## src/rtl/core/cspc_ram.sv

```systemverilog
// Generic simple dual-port RAM with registered read.
module cspc_ram #(
   parameter int WIDTH = 8,
   parameter int DEPTH = 16
) (
   input  logic                     clock,
   input  logic                     wr_en,
   input  logic [$clog2(DEPTH)-1:0] wr_addr,
   input  logic [WIDTH-1:0]         wr_data,
   input  logic                     rd_en,
   input  logic [$clog2(DEPTH)-1:0] rd_addr,
   output logic [WIDTH-1:0]         rd_data
);
   logic [WIDTH-1:0] mem [DEPTH];
   logic [WIDTH-1:0] rd_data_ff;

   always_ff @(posedge clock) begin
      if (wr_en) begin
         mem[wr_addr] <= wr_data;
      end
      if (rd_en) begin
         rd_data_ff <= mem[rd_addr];
      end
   end

   assign rd_data = rd_data_ff;
endmodule

```

## config.mk

```make
export PLATFORM = sky130hd
export DESIGN_NAME = cspc_ram
export DESIGN_NICKNAME = d
export VERILOG_FILES = /design/src/rtl/core/cspc_ram.sv
export SDC_FILE = /design/constraint.sdc
export NUM_CORES = 1
export LEC_CHECK = 0
export BUFFER_PORTS_ARGS = -buffer_cell sky130_fd_sc_hd__buf_2
export CAP_MARGIN = 10
export CORE_MARGIN = 5
export CORE_UTILIZATION = 37
export CTS_CLUSTER_SIZE = 12
export DETAILED_ROUTE_END_ITERATION = 16
export GPL_ROUTABILITY_DRIVEN = 0
export GPL_TIMING_DRIVEN = 0
export SYNTH_ARGS = -nofsm -noshare
export SYNTH_HDL_FRONTEND = slang
export SYNTH_SLANG_ARGS = --single-unit
```

## constraint.sdc

```tcl
create_clock -name clock -period 1.8 [get_ports clock]
set_input_delay 0.09 -clock clock [delete_from_list [all_inputs] [get_ports clock]]
set_output_delay 0.09 -clock clock [all_outputs]
set_load 0.05 [all_outputs]
```

==> results by group <==
Status
  • Status: finished, final reports clean

Synthesis
  • Main combinational cell family by area after synthesis: multiplexers
  • Post-synthesis sequential element count: 136
  • Mean instance size in the synthesized netlist: 22.8 sq um
  • Share of the synthesized area in the top cell type: 0.781
  • Xor and xnor fraction of the mapped netlist area: 0
  • Share of cell area taken by muxes after synthesis: 0.148
  • Simple logic cell fraction of the synthesized area: 0.0314
  • Post-synthesis sequential area ratio: 0.781
  • Mapped Cells: 229
  • Post-synthesis cell area: 5230 sq um
  • Cell accounting for the most synthesized area: sky130_fd_sc_hd__edfxtp_1
  • Post-synthesis adder-cell area fraction: 0
  • Number of library cell types mapped by synthesis: 18
  • Yosys synthesis warning count: 0
  • Post-synthesis net count: 248
  • Compound-gate portion of the synthesized area: 0.0230
  • Top cells by area, synth: sky130_fd_sc_hd__edfxtp_1 (78%), sky130_fd_sc_hd__mux4_2 (7.8%), sky130_fd_sc_hd__mux4_1 (7.0%)

Global route
  • First-pass GRT wire length: 15900 um
  • Largest net degree at the start of global routing: 17
  • Leftover overflow at the end of global routing: 0
  • Initial antenna violation count: 0
  • Total track usage: 0.136
  • Vias in the first global route: 2567
  • Met3 demand-to-capacity share in global routing: 0.0477
  • Most congested layer reported by global routing: met2
  • Fraction of met2 tracks used by global routing: 0.208
  • Met1 global-route usage: 0.189

Power
  • Power density over the cells: 1170 nW/um^2
  • Leakage: 2.05 nW
  • Total design power: 0.00724 W
  • IR drop worst, VDD: 0.694 mV

Floorplan
  • Cell Rows: 43
  • Effective utilization at floorplan: 0.377
  • Overall die width: 129 um
  • DIE HEIGHT: 129 um
  • Total Die Area: 16600 sq um
  • Core ar.: 13900 sq um
  • Total I/O pin count: 27

Finish
  • Layout overhead on the synthesized area: 17.9%
  • Most common cell after layout, fill and taps aside: sky130_fd_sc_hd__edfxtp_1
  • Final cell count without fillers: 470
  • Leading cell types in the layout, fill and taps excluded: sky130_fd_sc_hd__edfxtp_1 (136), sky130_fd_sc_hd__buf_2 (30), sky130_fd_sc_hd__mux4_2 (18), sky130_fd_sc_hd__clkbuf_16 (17), sky130_fd_sc_hd__a22oi_1 (16)
  • Net count reported at finish: 296
  • Number of antenna cells inserted: 0
  • Fraction of layout cells with a size suffix above 1: 0.293
  • Filler instances: 1199

Clock network
  • Maximum clock insertion buffer count: 2
  • Total clock buffers created by CTS: 17
  • Clock insertion delay at the later pin of the skew report: 0.41 ns
  • Worst-path clk slew: 0.05 ns
  • Root buf cell: sky130_fd_sc_hd__clkbuf_16
  • Total of hold buffers inserted after clock tree synthesis: 0
  • Post-CTS Setup Inserts: 0
  • Sinks on Clock Net: 136
  • Cells resized by post-CTS repair: 0
  • Clock tree from TritonCTS: built
  • H-tree levels: 4

Routing
  • Count of nets left with antenna violations after detail routing: 0
  • Number of DRC markers after the initial detailed-route iteration: 303
  • Post-detailed-routing wire length: 10400 um
  • Number of vias per cell: 5.14
  • Routed wire length per instance: 22.2 um
  • Routed vias: 2415
  • DRC violation count after routing: 0
  • Number of detailed-route iterations in the first pass: 4

Placed design
  • Hpwl dp: 6810 um
  • Number of placed instances, taps included: 438
  • Placement-stage worst setup slack: -0.0393 ns
  • Input/output buffers: 25

Critical path
  • Nature of the critical path endpoint: flop
  • Worst Path Required: 1.95 ns
  • Data arrival time of the critical path: 1.80 ns
  • Setup CP Type: reg -> reg
  • Critical path launch point type: flop
  • Critical Path Fanout Max: 1

Timing
  • Fin Clk Skew: 0.0115 ns
  • Transition time of the tightest slew-check pin: 0.848 ns
  • Final number of max-transition violations: 0
  • Slew headroom: 0.431
  • Final period util: 0.916
  • Tmin final: 1.65 ns
  • Final critical-path setup slack: 0.151 ns
  • Final hold violation count: 0
  • Setup repair after global routing missed its margin: no
  • FMAX: 607 MHz
  • Final setup violation count: 0

Job
  • Max_cap viols: 0

Hold path
  • Hold/Removal Path Class: in -> reg
==> stage by stage <==
stage / TNS (ns) / util / instance area [sq um] / hold WS (ns)
2_1_floorplan: 0 / - / 5230 / 0.189
3_5_place_dp: -0.215 / 0.404 / 5600 / 0.444
4_1_cts: 0 / 0.444 / 6160 / 0.0210
6_report: 0 / 0.444 / 6160 / 0.0250
3_3_place_gp: -5.14 / 0.402 / 5580 / 0.424
5_1_grt: 0 / 0.444 / 6160 / 0.0168
==> where the power goes <==
part           internal (W)  switching, W  leakage [nW]
sequential          0.00357     0.0000146          1.24
combinational      0.000139      0.000256         0.539
clock               0.00202       0.00124         0.274
==> flip-flops by register name (all words and copies together) (netlist names) <==
signal and count:
rd_data 8, mem 128
==> area by class of cell <==
class	instances	area, sq um	share of cell area
Clock inverter	14	133	0.0215
Clock buffer	18	429	0.0696
Sequential cell	136	4080	0.662
Multi-Input combinational cell	83	1060	0.172
Timing Repair Buffer	29	150	0.0244
Buffer	10	86.3	0.0140
Tap cell	180	225	0.0365
==> path summary, 6_finish.rpt <==
| check | slack [ns] | startpoint | to | depth (start not counted) |
|---|---|---|---|---|
| setup reg to reg | 0.15 | mem[1][3]$_DFFE_PP_ | rd_data[3]$_DFFE_PP_ | 3 |
| hold / removal | 0.02 | rd_en | rd_data[3]$_DFFE_PP_ | 1 |
| hold reg to reg | 0.76 | mem[15][3]$_DFFE_PP_ | rd_data[3]$_DFFE_PP_ | 3 |
| setup / recovery | 0.15 | mem[1][3]$_DFFE_PP_ | rd_data[3]$_DFFE_PP_ | 3 |
==> logic make-up after synthesis <==
kind of cell,Yosys count
buffers and inverters,10
AO/OA/AOI/OAI,16
multiplexers,32
flip-flops,136
AND/OR/NAND/NOR,35
==> metal layers <==
layer,vias up,share of wire
met5,-,0
met3,9,0.073
met4,0,0.0073
met1,1248,0.44
met2,80,0.48
li1,1078,-
==> critical path, stage by stage (launching register included) <==
cell and delay [ns]:
sky130_fd_sc_hd__edfxtp_1 0.36, sky130_fd_sc_hd__mux4_1 0.55, sky130_fd_sc_hd__a22oi_1 0.38, sky130_fd_sc_hd__nand2_1 0.09
==> synth_stat cells, drive strengths merged <==
| cell | instances |
|---|---|
| nor2 | 13 |
| nand3b | 2 |
| and2b | 1 |
| buf | 7 |
| and2 | 1 |
| nand2 | 9 |
| a22oi | 16 |
| nor3 | 4 |
| clkdlybuf4s25 | 3 |
| or3b | 1 |
| nand2b | 2 |
| nor2b | 1 |
| nand3 | 1 |
| edfxtp | 136 |
| mux4 | 32 |
No activity file was read; power rests on OpenSTA's default activity.
