## src/rtl/core/cspc_pkg.sv

```systemverilog
// Shared constants, types and helper functions of the clip-space polygon clipper.
package cspc_pkg;

   localparam int MAX_VERTS = 32;
   localparam int BANK      = MAX_VERTS + 8;
   localparam int PASS_CAP  = MAX_VERTS + 5;
   localparam int NUM_ATTR  = 8;
   localparam int ATTR_W    = 32;
   localparam int VTX_W     = NUM_ATTR * ATTR_W;
   localparam int RAM_DEPTH = 2 * BANK;
   localparam int ADDR_W    = $clog2(RAM_DEPTH);
   localparam int CNT_W     = $clog2(PASS_CAP + 1);
   localparam int KSEL_W    = $clog2(NUM_ATTR);
   localparam int NEAR_W    = 17;
   localparam int DIST_W    = ATTR_W + 2;
   localparam int DIFF_W    = DIST_W + 1;
   localparam int FRAC_W    = 30;
   localparam int T_W       = FRAC_W + 1;
   localparam int OUT_W     = 5 * ATTR_W;

   localparam logic [NEAR_W-1:0] NEAR_RESET = NEAR_W'(3277);

   // attribute slots within one stored vertex word
   localparam int ATTR_CX = 0;
   localparam int ATTR_CY = 1;
   localparam int ATTR_CW = 2;
   localparam int ATTR_EX = 3;

   typedef enum logic [2:0] {
      PLANE_NEAR = 3'd0,
      PLANE_XPOS = 3'd1,
      PLANE_XNEG = 3'd2,
      PLANE_YPOS = 3'd3,
      PLANE_YNEG = 3'd4
   } plane_type;

   // signed distance of a vertex to one clip plane, exact
   function automatic logic signed [DIST_W-1:0] plane_dist(
      input plane_type                p,
      input logic [VTX_W-1:0]         v,
      input logic [NEAR_W-1:0]        nr
   );
      logic signed [DIST_W-1:0] x;
      logic signed [DIST_W-1:0] y;
      logic signed [DIST_W-1:0] w;
      logic signed [DIST_W-1:0] d;
      x = DIST_W'($signed(v[ATTR_CX*ATTR_W +: ATTR_W]));
      y = DIST_W'($signed(v[ATTR_CY*ATTR_W +: ATTR_W]));
      w = DIST_W'($signed(v[ATTR_CW*ATTR_W +: ATTR_W]));
      case (p)
         PLANE_NEAR: d = w - $signed({{(DIST_W-NEAR_W){1'b0}}, nr});
         PLANE_XPOS: d = w - x;
         PLANE_XNEG: d = w + x;
         PLANE_YPOS: d = w - y;
         default:    d = w + y;
      endcase
      return d;
   endfunction

endpackage

```

## src/rtl/core/cspc_lerp.sv

```systemverilog
// Attribute interpolator: registered magnitude product, then rounding and add.
module cspc_lerp (
   input  logic                         clock,
   input  logic [cspc_pkg::ATTR_W-1:0]  val_a,
   input  logic [cspc_pkg::ATTR_W-1:0]  val_b,
   input  logic [cspc_pkg::T_W-1:0]     frac,
   output logic [cspc_pkg::ATTR_W-1:0]  result
);
   import cspc_pkg::*;

   localparam int DW = ATTR_W + 1;
   localparam int PW = DW + T_W;
   localparam int SW = PW - FRAC_W;

   logic signed [DW-1:0] delta_in;
   logic [DW-1:0]        mag_in;
   logic [PW-1:0]        prod_ff;
   logic                 neg_ff;
   logic [ATTR_W-1:0]    base_ff;
   logic [PW-1:0]        round_in;
   logic [SW-1:0]        step_in;
   logic [DW-1:0]        sum_in;

   // stage one: |b - a| times the fraction
   always_comb begin
      delta_in = DW'($signed(val_b)) - DW'($signed(val_a));
      mag_in   = delta_in[DW-1] ? DW'(-delta_in) : DW'(delta_in);
   end

   always_ff @(posedge clock) begin
      prod_ff <= PW'(mag_in) * PW'(frac);
      neg_ff  <= delta_in[DW-1];
      base_ff <= val_a;
   end

   // stage two: round half away from zero and step from a towards b
   always_comb begin
      round_in = prod_ff + (PW'(1) << (FRAC_W - 1));
      step_in  = round_in[PW-1:FRAC_W];
      if (neg_ff) begin
         sum_in = DW'($signed(base_ff)) - DW'(step_in);
      end else begin
         sum_in = DW'($signed(base_ff)) + DW'(step_in);
      end
   end

   assign result = sum_in[ATTR_W-1:0];
endmodule

```

## config.mk

```make
export PLATFORM = sky130hd
export DESIGN_NAME = cspc_lerp
export DESIGN_NICKNAME = d
export VERILOG_FILES = /design/src/rtl/core/cspc_pkg.sv /design/src/rtl/core/cspc_lerp.sv
export SDC_FILE = /design/constraint.sdc
export NUM_CORES = 2
export LEC_CHECK = 0
export BUFFER_PORTS_ARGS = -buffer_cell sky130_fd_sc_hd__buf_4
export CAP_MARGIN = 10
export CORE_UTILIZATION = 65
export DETAILED_ROUTE_END_ITERATION = 8
export PLACE_DENSITY = 0.83
export SYNTH_ARGS = -nofsm -noshare
export SYNTH_HDL_FRONTEND = slang
export SYNTH_SLANG_ARGS = --single-unit
```

## constraint.sdc

```tcl
create_clock -name clock -period 14.6 [get_ports clock]
set_clock_uncertainty 0.2 [all_clocks]
set_input_delay 0.73 -clock clock [delete_from_list [all_inputs] [get_ports clock]]
set_output_delay 0.73 -clock clock [all_outputs]
set_load 0.01 [all_outputs]
```

==> metrics.yaml <==
status: "finished, violations left"
violations: "design-rule violations"
syn-cell-area_mm2: 0.03907
cp_data_arrival_time_ps: 13120
post-route-period-util: 0.8914
layout_min_cycle_time_ps: 13020
hpwl_um: 82290
dr_total_vias: 31440
clkTransAtPathRegs_ps: 70
synth_area_leader_cell: "fa_1"
yosys_warnings: 0
die_w_um: 247.2
wl_um: 107700
syn-num-nets: 5819
drt_pre_antenna_iters: 8
crit_slowest_cell: "nand2_1"
cts_hold_buf: 0
grt_usage: 0.3711
fillers: 4580
initial_core_util: 0.6595
critPathMaxFanout: 31
grt_antenna_before_repair: 1
root_buffer: "clkbuf_16"
required_ps: 14700
drc: 4
synth-async-reset-ratio: 0
wl_per_cell_um: 20.47
grt_max_degree: 35
rsz0062_at_grt: "no"
num_rows: 89
overflow: 0
synth_top_area_frac: 0.4586
cts-resized-gates: 0
relSlewSlack: 0.1784
synth_edf_count: 0
cts_sinks: 66
grt_pass1_vias: 33500
ys_top_cells_by_area: "fa_1 (46%), ha_1 (9.8%), inv_1 (9.6%)"
cpPeakStageDelay_ps: 750
ys_seq_area_frac: 0.03382
hold_viol: 0
critPathKind: "in2reg"
timing.setup.tns_ps: 0
drtAntennaViolNets: 0
synth_cells: 4523
antenna_cells: 0
cap_violations: 0
end_kind: "flop"
slew_viol_final: 0
dieArea_mm2: 0.06109
viasPerCell: 5.977
ctsHtreeMaxLevel: 3
drive_gt1_frac: 0.05416
coreArea_mm2: 0.05924
dieHeight_um: 247.2
synth_cell_types: 81
area_delta_synth_final_pct: 4.887
crit_top_cell: "fa_1"
cts_inserted_buffers: 9
portBuffers: 127
hp-class: "in2reg"
grt_pass1_wl_um: 174900
worst_pin_slew_ps: 1231
clockBufferDepth: 2
postCtsSetupRepairBufs: 0
cts_tree: "done"
worstSetupStartpointType: "input pin"
finalSetupViolations: 0
fmax_mhz: 76.83
finalNetCount: 5778
ios: 128
synth-main-ff-cell: "dfxtp_1"
drt_iter0_markers: 2501
gp_congestion: 0.9788
syn_avg_cell_area_um2: 8.638
synth_seq_cells: 66
sequential cells by signal, summed over array words and instances, names as in the netlist:
name	flops
base_ff	32
neg_ff	1
prod_ff	33
synth_stat cells, drive strengths merged, types with 5 or more instances:
cell type / count
nand2b: 22
or3: 18
and4: 11
o311ai: 6
o21bai: 13
fa: 895
a31oi: 21
a211oi: 9
a31o: 5
nand2: 681
mux2i: 6
xnor2: 105
nor2b: 40
a311oi: 5
buf: 22
o211ai: 20
inv: 997
o21ai: 62
or2: 9
dfxtp: 66
a21o: 50
ha: 305
a21oi: 126
a2111oi: 11
and3: 25
o31ai: 10
nor3: 30
nor4: 9
or4: 6
clkbuf: 198
o21a: 19
a211o: 10
and2: 420
xor2: 64
nor2: 106
nand3: 36
nand4: 27
worst paths after layout:
path | startpoint | endpoint | slack (ps) | cells past startpoint
setup / recovery | val_a[0] | prod_ff[59]$_DFF_P_ | 1580 | 42
hold / removal | val_a[5] | base_ff[5]$_DFF_P_ | 280 | 1
worst max-delay path: cells and delay by family:
family | cells | cell delay, ps
fa+ha+maj | 11 | 4860
compound gates | 15 | 4270
simple gates | 5 | 1560
buf+inv | 10 | 1510
xor+xnor | 1 | 160
layout by cell type (no fill, tap or decap), types with 10 or more instances in the layout:
master	n
a211o_1	10
a21o_1	50
a21oi_1	124
xor2_2	10
nor2b_1	40
and2_1	419
nand4_1	27
a2111oi_0	10
buf_4	168
xor2_1	54
or3_1	18
xnor2_2	20
nor3_1	29
dfxtp_1	66
and4_1	11
o21a_1	19
nor2_1	106
xnor2_1	85
ha_1	305
nand2_1	681
fa_1	895
nand3_1	36
o21ai_0	54
inv_1	997
nand2b_1	22
and3_1	25
a31oi_1	21
o211ai_1	19
o21bai_1	13
through the flow:
| step | hold WS (ps) | utilization | setup slack [ps] | cell area, um^2 | std cells |
|---|---|---|---|---|---|
| finish | 278.5 | 0.6917 | 1585 | 40980 | 5260 |
| global route | 270.3 | 0.6917 | 1076 | 40980 | 5260 |
| CTS | 277.4 | 0.6917 | 1804 | 40980 | 5260 |
| detailed placement | 646.1 | 0.6866 | 1470 | 40680 | 5244 |
| global placement | 645.4 | 0.6866 | 1463 | 40680 | 5244 |
| floorplan | 557.7 | - | 3856 | 39070 | 4523 |
layer usage:
metal  vias to the layer above  track usage  part of all wire
li1                      13470            -                 -
met1                     15760       0.4802              0.37
met2                      1744       0.6124              0.47
met3                       464      0.06479              0.10
met4                         2       0.1641             0.055
met5                         -            0          0.000074
logic make-up (layout without fill, tap and decap cells):
logic type      Yosys count  after routing  share of synthesized area
fa+ha+maj              1200           1200                     0.5563
buf+inv                1217           1181                     0.1176
flops                    66             66                    0.03382
compound gates          407            407                    0.06898
simple gates           1457           1457                     0.1834
xor+xnor                169            169                    0.03808
mux                       7              7                   0.001826
final cells by class:
| class | instances | area, um^2 | share of cell area |
|---|---|---|---|
| Clock buffer | 9 | 225.2 | 0.005496 |
| Tap cell | 773 | 967.2 | 0.02360 |
| Clock inverter | 7 | 77.57 | 0.001893 |
| Timing Repair Buffer | 168 | 1261 | 0.03078 |
| Sequential cell | 66 | 1321 | 0.03224 |
| Inverter | 997 | 3742 | 0.09133 |
| Multi-Input combinational cell | 3240 | 33380 | 0.8147 |
Power is left out: the tool's default activity adds up to more than one toggle a clock period on the data nets, which glitch-free logic cannot reach.
