**config.mk**
```make
export PLATFORM = sky130hd
export DESIGN_NAME = cspc_div
export DESIGN_NICKNAME = d
export VERILOG_FILES = /design/src/rtl/core/cspc_pkg.sv /design/src/rtl/core/cspc_div.sv
export SDC_FILE = /design/constraint.sdc
export NUM_CORES = 1
export LEC_CHECK = 0
export BUFFER_PORTS_ARGS = -buffer_cell sky130_fd_sc_hd__buf_2
export CORE_MARGIN = 4
export CORE_UTILIZATION = 57
export DETAILED_ROUTE_END_ITERATION = 10
export HOLD_SLACK_MARGIN = 0.02
export PLACE_DENSITY_LB_ADDON = 0.05
export SYNTH_ARGS = -nofsm -noshare
export SYNTH_HDL_FRONTEND = slang
export SYNTH_SLANG_ARGS = --single-unit
```
**constraint.sdc**
```tcl
create_clock -name clock -period 5.8 [get_ports clock]
set_clock_uncertainty 0.1 [all_clocks]
set_input_delay 0.87 -clock clock [delete_from_list [all_inputs] [get_ports clock]]
set_output_delay 0.87 -clock clock [all_outputs]
set_load 0.01 [all_outputs]
```
**src/rtl/core/cspc_pkg.sv**
```systemverilog
// Shared constants, types and helper functions of the clip-space polygon clipper.
package cspc_pkg;

   localparam int MAX_VERTS = 32;
   localparam int BANK      = MAX_VERTS + 8;
   localparam int PASS_CAP  = MAX_VERTS + 5;
   localparam int NUM_ATTR  = 8;
   localparam int ATTR_W    = 32;
   localparam int VTX_W     = NUM_ATTR * ATTR_W;
   localparam int RAM_DEPTH = 2 * BANK;
   localparam int ADDR_W    = $clog2(RAM_DEPTH);
   localparam int CNT_W     = $clog2(PASS_CAP + 1);
   localparam int KSEL_W    = $clog2(NUM_ATTR);
   localparam int NEAR_W    = 17;
   localparam int DIST_W    = ATTR_W + 2;
   localparam int DIFF_W    = DIST_W + 1;
   localparam int FRAC_W    = 30;
   localparam int T_W       = FRAC_W + 1;
   localparam int OUT_W     = 5 * ATTR_W;

   localparam logic [NEAR_W-1:0] NEAR_RESET = NEAR_W'(3277);

   // attribute slots within one stored vertex word
   localparam int ATTR_CX = 0;
   localparam int ATTR_CY = 1;
   localparam int ATTR_CW = 2;
   localparam int ATTR_EX = 3;

   typedef enum logic [2:0] {
      PLANE_NEAR = 3'd0,
      PLANE_XPOS = 3'd1,
      PLANE_XNEG = 3'd2,
      PLANE_YPOS = 3'd3,
      PLANE_YNEG = 3'd4
   } plane_type;

   // signed distance of a vertex to one clip plane, exact
   function automatic logic signed [DIST_W-1:0] plane_dist(
      input plane_type                p,
      input logic [VTX_W-1:0]         v,
      input logic [NEAR_W-1:0]        nr
   );
      logic signed [DIST_W-1:0] x;
      logic signed [DIST_W-1:0] y;
      logic signed [DIST_W-1:0] w;
      logic signed [DIST_W-1:0] d;
      x = DIST_W'($signed(v[ATTR_CX*ATTR_W +: ATTR_W]));
      y = DIST_W'($signed(v[ATTR_CY*ATTR_W +: ATTR_W]));
      w = DIST_W'($signed(v[ATTR_CW*ATTR_W +: ATTR_W]));
      case (p)
         PLANE_NEAR: d = w - $signed({{(DIST_W-NEAR_W){1'b0}}, nr});
         PLANE_XPOS: d = w - x;
         PLANE_XNEG: d = w + x;
         PLANE_YPOS: d = w - y;
         default:    d = w + y;
      endcase
      return d;
   endfunction

endpackage

```
**src/rtl/core/cspc_div.sv**
```systemverilog
// Restoring divider giving the Q1.30 crossing fraction, one bit per cycle.
module cspc_div (
   input  logic                         clock,
   input  logic                         reset,
   input  logic                         start,
   input  logic [cspc_pkg::DIFF_W-1:0]  num,
   input  logic [cspc_pkg::DIFF_W-1:0]  den,
   output logic                         done,
   output logic [cspc_pkg::T_W-1:0]     quot
);
   import cspc_pkg::*;

   localparam int REM_W  = DIFF_W + 1;
   localparam int STEP_W = $clog2(T_W);

   logic                busy_ff;
   logic                done_ff;
   logic [STEP_W-1:0]   step_ff;
   logic [REM_W-1:0]    rem_ff;
   logic [DIFF_W-1:0]   den_ff;
   logic [T_W-1:0]      quot_ff;
   logic                ge_in;
   logic [REM_W-1:0]    rem_in;

   // compare and subtract for the current quotient bit
   always_comb begin
      ge_in  = rem_ff >= REM_W'(den_ff);
      rem_in = ge_in ? rem_ff - REM_W'(den_ff) : rem_ff;
   end

   always_ff @(posedge clock) begin
      if (reset) begin
         busy_ff <= 1'b0;
         done_ff <= 1'b0;
         step_ff <= '0;
      end else begin
         done_ff <= 1'b0;
         if (start) begin
            busy_ff <= 1'b1;
            step_ff <= STEP_W'(T_W - 1);
            rem_ff  <= REM_W'(num);
            den_ff  <= den;
            quot_ff <= '0;
         end else if (busy_ff) begin
            quot_ff <= {quot_ff[T_W-2:0], ge_in};
            rem_ff  <= {rem_in[REM_W-2:0], 1'b0};
            if (step_ff == '0) begin
               busy_ff <= 1'b0;
               done_ff <= 1'b1;
            end else begin
               step_ff <= step_ff - 1'b1;
            end
         end
      end
   end

   assign done = done_ff;
   assign quot = quot_ff;
endmodule

```
==> results_tabular.tex, run 1 <==
\begin{tabular}{lr}
\hline
Metric & Value \\
\hline
\multicolumn{2}{l}{\textbf{STA}} \\
Hold Violations, Final & 0 \\
Slack of the critical path & 1.97 ns \\
Final setup violation count & 0 \\
Relative slew margins & 28.0\% \\
Highest clock rate & 0.261 GHz \\
Setup tns final & 0 ns \\
Min Hold Slack & 0.408 ns \\
Transition time at the pin with the least slew margin & 1.08 ns \\
RSZ-0062 raised after global routing & no \\
Fraction of the cycle the final worst path needs & 66.1\% \\
Crit path time final & 3.83 ns \\
Count of pins over their slew limit & 0 \\
\multicolumn{2}{l}{\textbf{Clock network}} \\
Setup repair bufs after CTS & 0 \\
Clock Tree Buf Depth & 2 \\
Clk slew on worst S/H paths & 0.10 ns \\
Maximum level of the CTS H-tree & 3 \\
Total number of clock tree sinks & 109 \\
TritonCTS Buffers & 9 \\
CTS Hold Buffers Added & 0 \\
Latest clock arrival within the worst-skew pair & 0.40 ns \\
Buffer cell driving the clock tree root & sky130\_fd\_sc\_hd\_\_clkbuf\_8 \\
Post-CTS resize count & 0 \\
Clock tree from TritonCTS & done \\
\multicolumn{2}{l}{\textbf{Synth}} \\
Leading post-synthesis cells by cell area & sky130\_fd\_sc\_hd\_\_edfxtp\_1, sky130\_fd\_sc\_hd\_\_ha\_1, sky130\_fd\_sc\_hd\_\_a21oi\_1 \\
Post-synthesis instance area & 6390 um2 \\
Ys flop type & sky130\_fd\_sc\_hd\_\_edfxtp\_1 \\
Ys Warns & 0 \\
Count of flip-flops with a built-in enable after synthesis & 102 \\
Number of distinct standard cells referenced by the synthesized netlist & 69 \\
Dominant cell type by area after synthesis & sky130\_fd\_sc\_hd\_\_edfxtp\_1 \\
Fraction of synthesized cell area taken by the top area cell type & 47.9\% \\
Average cell area after synthesis & 10.4 um2 \\
Total of flip-flops plus latches after synthesis & 109 \\
Synth Instances & 613 \\
Ys async rst share & 0\% \\
Share of synthesized area occupied by flip-flops and latches & 50.1\% \\
Post-synth net total & 723 \\
\multicolumn{2}{l}{\textbf{Layout}} \\
Fill cell total of the finished layout & 878 \\
Share of layout cells above drive strength 1 & 22.4\% \\
Synthesis-to-layout area growth & 13.5\% \\
Number of antenna repair diodes & 0 \\
Fin nets & 819 \\
\multicolumn{2}{l}{\textbf{Setup path}} \\
Top fanout value on the critical path & 24 \\
Worst Path Required & 5.94 ns \\
Startpoint of the worst setup timing path & rem\_ff[0]\$\_SDFFCE\_PN0P\_ \\
Startpoint of the worst-slack reg-to-reg timing path & rem\_ff[0]\$\_SDFFCE\_PN0P\_ \\
Category of the most critical setup path & reg2reg \\
Arrival time worst endpoint & 3.98 ns \\
Type of destination of the critical path & register \\
Type of element launching the critical path & register \\
Endpoint of the worst-slack reg-to-reg timing path & rem\_ff[32]\$\_DFFE\_PP\_ \\
R2R cell count & 14 \\
Setup slack on the worst flop-to-flop path & 1.97 ns \\
\multicolumn{2}{l}{\textbf{Power}} \\
Share of total power consumed by net switching & 30.0\% \\
Peak supply drop & 0.000235 V \\
Portion of total power attributed to combinational logic & 27.8\% \\
Static leakage & 3.03 nW \\
Portion of total power attributed to the clock network & 26.3\% \\
PwrDens & 292 nW/um2 \\
Switching power of the nets & 0.635 mW \\
Internal power & 1.48 mW \\
Portion of total power attributed to sequential cells & 45.9\% \\
\multicolumn{2}{l}{\textbf{GRT}} \\
Vias in the first global route & 4802 \\
Total gr overflow & 0 \\
First-pass GRT wire length & 22700 um \\
Pin count of the biggest net entering global routing & 46 \\
Global-route usage over all layers & 22.0\% \\
Antenna violations before repair & 0 \\
\multicolumn{2}{l}{\textbf{Die}} \\
Width of the die & 114 um \\
Number of top-level pins & 105 \\
Placeable Area & 10900 um2 \\
Total Die Area & 13000 um2 \\
Initial cell density of the core & 58.7\% \\
Floorplan die height & 114 um \\
Std-Cell Rows & 38 \\
\multicolumn{2}{l}{\textbf{Drt}} \\
Avg Vias per Cell & 5.63 \\
Number of vias after detailed routing & 4804 \\
Drc violations & 0 \\
Per-cell routed wire length & 16.1 um \\
Count of TritonRoute iterations in the first routing pass & 4 \\
Final WL & 13700 um \\
Iteration-0 DRC count of the detailed router & 240 \\
Count of antenna-violating nets left after detailed routing & 0 \\
\multicolumn{2}{l}{\textbf{Min path}} \\
Worst hold-check path type & reg2reg \\
Startpoint of the most critical hold path & step\_ff[4]\$\_SDFFE\_PP0P\_ \\
Hold Path End & step\_ff[4]\$\_SDFFE\_PP0P\_ \\
Number of instances on the worst hold path & 2 \\
\multicolumn{2}{l}{\textbf{Placement}} \\
Estimated wirelength of the detail-placed design & 9790 um \\
Weighted congestion at the end of routability-driven global placement & 0.878 \\
Setup slack at placement & 1.98 ns \\
Number of I/O port buffers & 104 \\
\multicolumn{2}{l}{\textbf{Status}} \\
Status & completed \\
\multicolumn{2}{l}{\textbf{Run}} \\
Number of max-cap violations & 0 \\
\hline
\end{tabular}
cells in the mapped netlist, drive strengths merged (3+ instances only):
| library cell | n |
|---|---|
| nor2 | 62 |
| and3 | 7 |
| mux2 | 15 |
| a21o | 9 |
| nor3 | 6 |
| a21oi | 57 |
| o211ai | 3 |
| o21a | 3 |
| ha | 36 |
| nand2 | 43 |
| a211oi | 6 |
| o21ai | 24 |
| buf | 9 |
| or3 | 4 |
| nand2b | 7 |
| nor4 | 5 |
| edfxtp | 102 |
| xor2 | 9 |
| o21bai | 4 |
| a31oi | 12 |
| clkbuf | 14 |
| xnor2 | 18 |
| dfxtp | 7 |
| inv | 51 |
| nand4 | 6 |
| nand3 | 20 |
| o31ai | 3 |
| and2 | 5 |
| nor2b | 36 |
power groups by stage:
stage	sequential, mW	combinational, mW	clock [mW]
floorplan	0.989	0.444	0
global placement	0.985	0.569	0
detailed placement	0.988	0.585	0
CTS	0.970	0.589	0.574
global route	0.977	0.661	0.606
finish	0.970	0.589	0.556
worst max-delay path by stage:
stage                       endpoint
6_report        rem_ff[32]$_DFFE_PP_
2_1_floorplan  quot[0]$_SDFFCE_PP0P_
5_1_grt         rem_ff[26]$_DFFE_PP_
3_5_place_dp    rem_ff[32]$_DFFE_PP_
4_1_cts         rem_ff[32]$_DFFE_PP_
3_3_place_gp    rem_ff[32]$_DFFE_PP_
stage by stage:
stage	area [um2]	utilization, %	cells	power, mW
2_1_floorplan	6390	-	613	1.43
3_3_place_gp	7010	64.4	838	1.55
3_5_place_dp	7010	64.4	838	1.57
4_1_cts	7250	66.6	854	2.13
5_1_grt	7250	66.6	854	2.24
6_report	7250	66.6	854	2.12
state kept, by name (all words and copies together), names as in the netlist:
name and cells:
rem_ff 36, done 1, step_ff 5, busy_ff 1
den_ff 35, quot 31
metal layers:
layer / vias to the layer above / part of all wire (%) / track usage [%]
li1: 2392 / - / -
met2: 133 / 48 / 36.4
met1: 2266 / 44 / 28.4
met5: - / 0 / 0
met4: 0 / 1.5 / 6.18
met3: 13 / 6.5 / 6.58
placed cells by master, fill, tap and decap left out, drive strengths merged, types with 6 or more instances in the layout:
cell,n
inv,53
a21o,9
buf,108
nor3,6
edfxtp,102
nand3,20
nor2,62
nor2b,36
and3,7
a211oi,6
ha,36
clkbuf,9
a21oi,57
xor2,9
nand2,43
o21ai,24
mux2,15
nand4,6
a31oi,12
dfxtp,7
xnor2,18
nand2b,7
layout make-up:
class	instances	area [um2]	area share (%)
clock buffer	9	124	1.71
clock inverter	7	119	1.64
inverter	52	195	2.69
multi-input combinational	429	2890	39.8
sequential	109	3200	44.2
tap	140	175	2.41
timing repair buffer	108	551	7.59
kinds of logic (layout without fill, tap and decap cells):
family          Yosys count  count (layout)  share of synthesized area [%]
xor+xnor                 27              27                           3.70
fa+ha+maj                37              37                           7.36
simple gates            209             209                           16.2
buf+inv                  75             176                           4.95
flops                   109             109                           50.1
mux                      17              17                           3.01
compound gates          139             139                           14.7
worst max-delay path: stages, from the launching register on:
cell and delay [ns]:
sky130_fd_sc_hd__edfxtp_1 0.36, sky130_fd_sc_hd__inv_1 0.05, sky130_fd_sc_hd__ha_1 0.21, sky130_fd_sc_hd__fa_1 0.38
sky130_fd_sc_hd__and2b_1 0.24, sky130_fd_sc_hd__o2111ai_1 0.13, sky130_fd_sc_hd__nand3_1 0.17, sky130_fd_sc_hd__a21oi_1 0.11
sky130_fd_sc_hd__o211ai_2 0.24, sky130_fd_sc_hd__a211oi_2 0.12, sky130_fd_sc_hd__nand2_1 0.61, sky130_fd_sc_hd__buf_4 0.41
sky130_fd_sc_hd__nand3_1 0.12, sky130_fd_sc_hd__mux2_4 0.28, sky130_fd_sc_hd__a32oi_2 0.15
No activity file was read; power rests on OpenSTA's default activity.
==> inputs of run 2 (changes only) <==
--- a/config.mk
+++ b/config.mk
@@ -7,7 +7,7 @@
 export LEC_CHECK = 0
 export BUFFER_PORTS_ARGS = -buffer_cell sky130_fd_sc_hd__buf_2
 export CORE_MARGIN = 4
-export CORE_UTILIZATION = 57
+export CORE_UTILIZATION = 52
 export DETAILED_ROUTE_END_ITERATION = 10
 export HOLD_SLACK_MARGIN = 0.02
 export PLACE_DENSITY_LB_ADDON = 0.05
==> constraint.sdc (replaced) <==
create_clock -name clock -period 3.2 [get_ports clock]
set_clock_uncertainty 0.1 [all_clocks]
set_input_delay 0.48 -clock clock [delete_from_list [all_inputs] [get_ports clock]]
set_output_delay 0.48 -clock clock [all_outputs]
set_load 0.01 [all_outputs]
==> results_tabular.tex, run 2 (same netlist as run 1, synthesis figures left out) <==
\begin{tabular}{lr}
\hline
Metric & Value \\
\hline
\multicolumn{2}{l}{\textbf{STA}} \\
Slack of the critical path & 0.108 ns (-1.86 ns) \\
Count of pins over their slew limit & 0 (unchanged) \\
RSZ-0062 raised after global routing & yes \\
Hold Violations, Final & 0 (unchanged) \\
Transition time at the pin with the least slew margin & 0.501 ns (-0.576 ns) \\
Min Hold Slack & 0.191 ns (-0.218 ns) \\
Final setup violation count & 0 (unchanged) \\
Fraction of the cycle the final worst path needs & 96.6\% (+31 points) \\
Crit path time final & 3.09 ns (-0.743 ns) \\
Relative slew margins & 66.5\% (+39 points) \\
Highest clock rate & 0.323 GHz (+24\%) \\
\multicolumn{2}{l}{\textbf{Drt}} \\
Number of vias after detailed routing & 4891 (+1.8\%) \\
Per-cell routed wire length & 16.3 um (+1.5\%) \\
Iteration-0 DRC count of the detailed router & 256 (+6.7\%) \\
Avg Vias per Cell & 5.56 (-1.2\%) \\
Count of antenna-violating nets left after detailed routing & 0 (unchanged) \\
Drc violations & 0 (unchanged) \\
Final WL & 14300 um (+4.6\%) \\
Count of TritonRoute iterations in the first routing pass & 6 (+2) \\
\multicolumn{2}{l}{\textbf{Placement}} \\
Number of I/O port buffers & 104 (unchanged) \\
Weighted congestion at the end of routability-driven global placement & 0.850 (-3.2\%) \\
Estimated wirelength of the detail-placed design & 10200 um (+4.1\%) \\
Setup slack at placement & 0.0510 ns (-1.93 ns) \\
\multicolumn{2}{l}{\textbf{Status}} \\
Status & completed \\
\multicolumn{2}{l}{\textbf{Setup path}} \\
Biggest cell delay along the critical path & 0.38 ns (-0.23 ns) \\
Slowest CP cell & sky130\_fd\_sc\_hd\_\_edfxtp\_1 \\
Top fanout value on the critical path & 5 (-79\%) \\
Arrival time worst endpoint & 3.19 ns (-0.79 ns) \\
Setup slack on the worst flop-to-flop path & 0.11 ns (-1.86 ns) \\
Type of destination of the critical path & register \\
Crit path top cell by count & sky130\_fd\_sc\_hd\_\_a31o\_1 \\
Type of element launching the critical path & register \\
Category of the most critical setup path & reg2reg \\
Critical-path cell list & inv\_1 -> ha\_2 -> a21o\_1 -> a31o\_1 -> o2111ai\_2 -> nand3\_2 -> o31ai\_4 -> o21ai\_2 -> a31o\_1 -> a31oi\_4 -> mux2\_4 -> a32oi\_2 \\
Worst Path Required & 3.30 ns (-2.64 ns) \\
\multicolumn{2}{l}{\textbf{Clock network}} \\
Latest clock arrival within the worst-skew pair & 0.36 ns (-0.04 ns) \\
Maximum level of the CTS H-tree & 3 (unchanged) \\
CTS Hold Buffers Added & 0 (unchanged) \\
TritonCTS Buffers & 9 (unchanged) \\
Clock Tree Buf Depth & 2 (unchanged) \\
Clk slew on worst S/H paths & 0.08 ns (-0.02 ns) \\
Total number of clock tree sinks & 109 (unchanged) \\
Clock tree from TritonCTS & done \\
Buffer cell driving the clock tree root & sky130\_fd\_sc\_hd\_\_clkbuf\_16 \\
\multicolumn{2}{l}{\textbf{GRT}} \\
Global-route usage over all layers & 20.3\% (-1.7 points) \\
Antenna violations before repair & 0 (unchanged) \\
Pin count of the biggest net entering global routing & 68 (+48\%) \\
Vias in the first global route & 4824 (+0.46\%) \\
Total gr overflow & 0 (unchanged) \\
First-pass GRT wire length & 23100 um (+1.5\%) \\
\multicolumn{2}{l}{\textbf{Die}} \\
Placeable Area & 12000 um2 (+10\%) \\
Initial cell density of the core & 53.2\% (-5.5 points) \\
Number of top-level pins & 105 (unchanged) \\
Total Die Area & 14100 um2 (+8.9\%) \\
Floorplan die height & 119 um (+4.4\%) \\
Width of the die & 119 um (+4.4\%) \\
Std-Cell Rows & 40 (+5.3\%) \\
\multicolumn{2}{l}{\textbf{Layout}} \\
Most common cell after layout, fill and taps aside & sky130\_fd\_sc\_hd\_\_buf\_2 \\
Share of layout cells above drive strength 1 & 27.6\% (+5.1 points) \\
Synthesis-to-layout area growth & 19.2\% \\
Commonest cells after routing, fill and taps aside & sky130\_fd\_sc\_hd\_\_buf\_2, sky130\_fd\_sc\_hd\_\_edfxtp\_1, sky130\_fd\_sc\_hd\_\_nor2\_1 \\
Core Util, Final & 63.4\% (-3.2 points) \\
Number of antenna repair diodes & 0 (unchanged) \\
Max FFs per register & 36 (unchanged) \\
Fin nets & 838 (+2.3\%) \\
Register with the highest flop count & rem\_ff \\
Fill cell total of the finished layout & 1013 (+15\%) \\
\multicolumn{2}{l}{\textbf{Power}} \\
Overall power & 4.15 mW (+96\%) \\
Peak supply drop & 0.000335 V (+43\%) \\
Static leakage & 3.18 nW (+4.8\%) \\
PwrDens & 544 nW/um2 (+87\%) \\
\multicolumn{2}{l}{\textbf{Min path}} \\
Worst hold-check path type & in2reg \\
\multicolumn{2}{l}{\textbf{Run}} \\
Number of max-cap violations & 0 (unchanged) \\
\hline
\end{tabular}
[run 2: changes by cell type in the layout (fill, tap and decap cells not counted), moves of 5 or more]
cell,previous run,this run
sky130_fd_sc_hd__a21oi_1,53,48
sky130_fd_sc_hd__buf_4,4,19
sky130_fd_sc_hd__clkbuf_16,0,10
sky130_fd_sc_hd__clkbuf_8,9,0
sky130_fd_sc_hd__ha_1,36,29
sky130_fd_sc_hd__ha_2,0,7
[run 2: final cells by class]
class,count,area [um2],area share [%]
Clock buffer,9,225,2.96
Clock inverter,7,95.1,1.25
Timing Repair Buffer,127,748,9.82
Inverter,52,195,2.56
Tap cell,147,184,2.41
Sequential cell,109,3200,42.0
Multi-Input combinational cell,429,2970,39.0
[run 2: per-stage QoR]
step / TNS, ns / cells / cell area (um2)
after floorplan: 0 / 613 / 6400
after global placement: 0 / 856 / 7140
after detailed placement: 0 / 856 / 7140
after CTS: 0 / 872 / 7460
after global routing: -0.151 / 880 / 7620
final: 0 / 880 / 7620
[run 2: what timing repair did]
action                     in CTS  in global routing
setup endpoints to repair       0                 20
resized for setup               0                 24
setup buffers                   0                  7
[run 2: worst max-delay path: cells and delay by family, from the launching register on]
| kind | cells | cell delay [ns] |
|---|---|---|
| AND/OR/NAND/NOR | 1 | 0.14 |
| AO/OA/AOI/OAI | 8 | 1.60 |
| buffers and inverters | 1 | 0.09 |
| adder cells (fa/ha/maj) | 1 | 0.31 |
| multiplexers | 1 | 0.32 |
| flip-flops | 1 | 0.38 |
[run 2: worst paths after layout]
check | startpoint | to | cells past startpoint
setup / recovery | den_ff[4]$_DFFE_PP_ | rem_ff[32]$_DFFE_PP_ | 12
hold / removal | den[9] | den_ff[9]$_DFFE_PP_ | 1
setup reg to reg | den_ff[4]$_DFFE_PP_ | rem_ff[32]$_DFFE_PP_ | 12
hold reg to reg | step_ff[4]$_SDFFE_PP0P_ | step_ff[4]$_SDFFE_PP0P_ | 2
[run 2: metal layers]
metal	routed length [um]	global-route usage (%)	up-vias
met5	0	0	-
met4	245	6.88	0
met3	643	3.89	18
met2	6800	33.8	120
met1	6660	26.7	2324
li1	-	-	2429
[run 2: power by group]
part           internal [mW]  switching (mW)  leakage, nW  total [mW]
logic                  0.526           0.648         1.99        1.17
registers               1.71          0.0534         1.03        1.76
clock network          0.689           0.525        0.156        1.21
total                   2.92            1.23         3.18        4.15
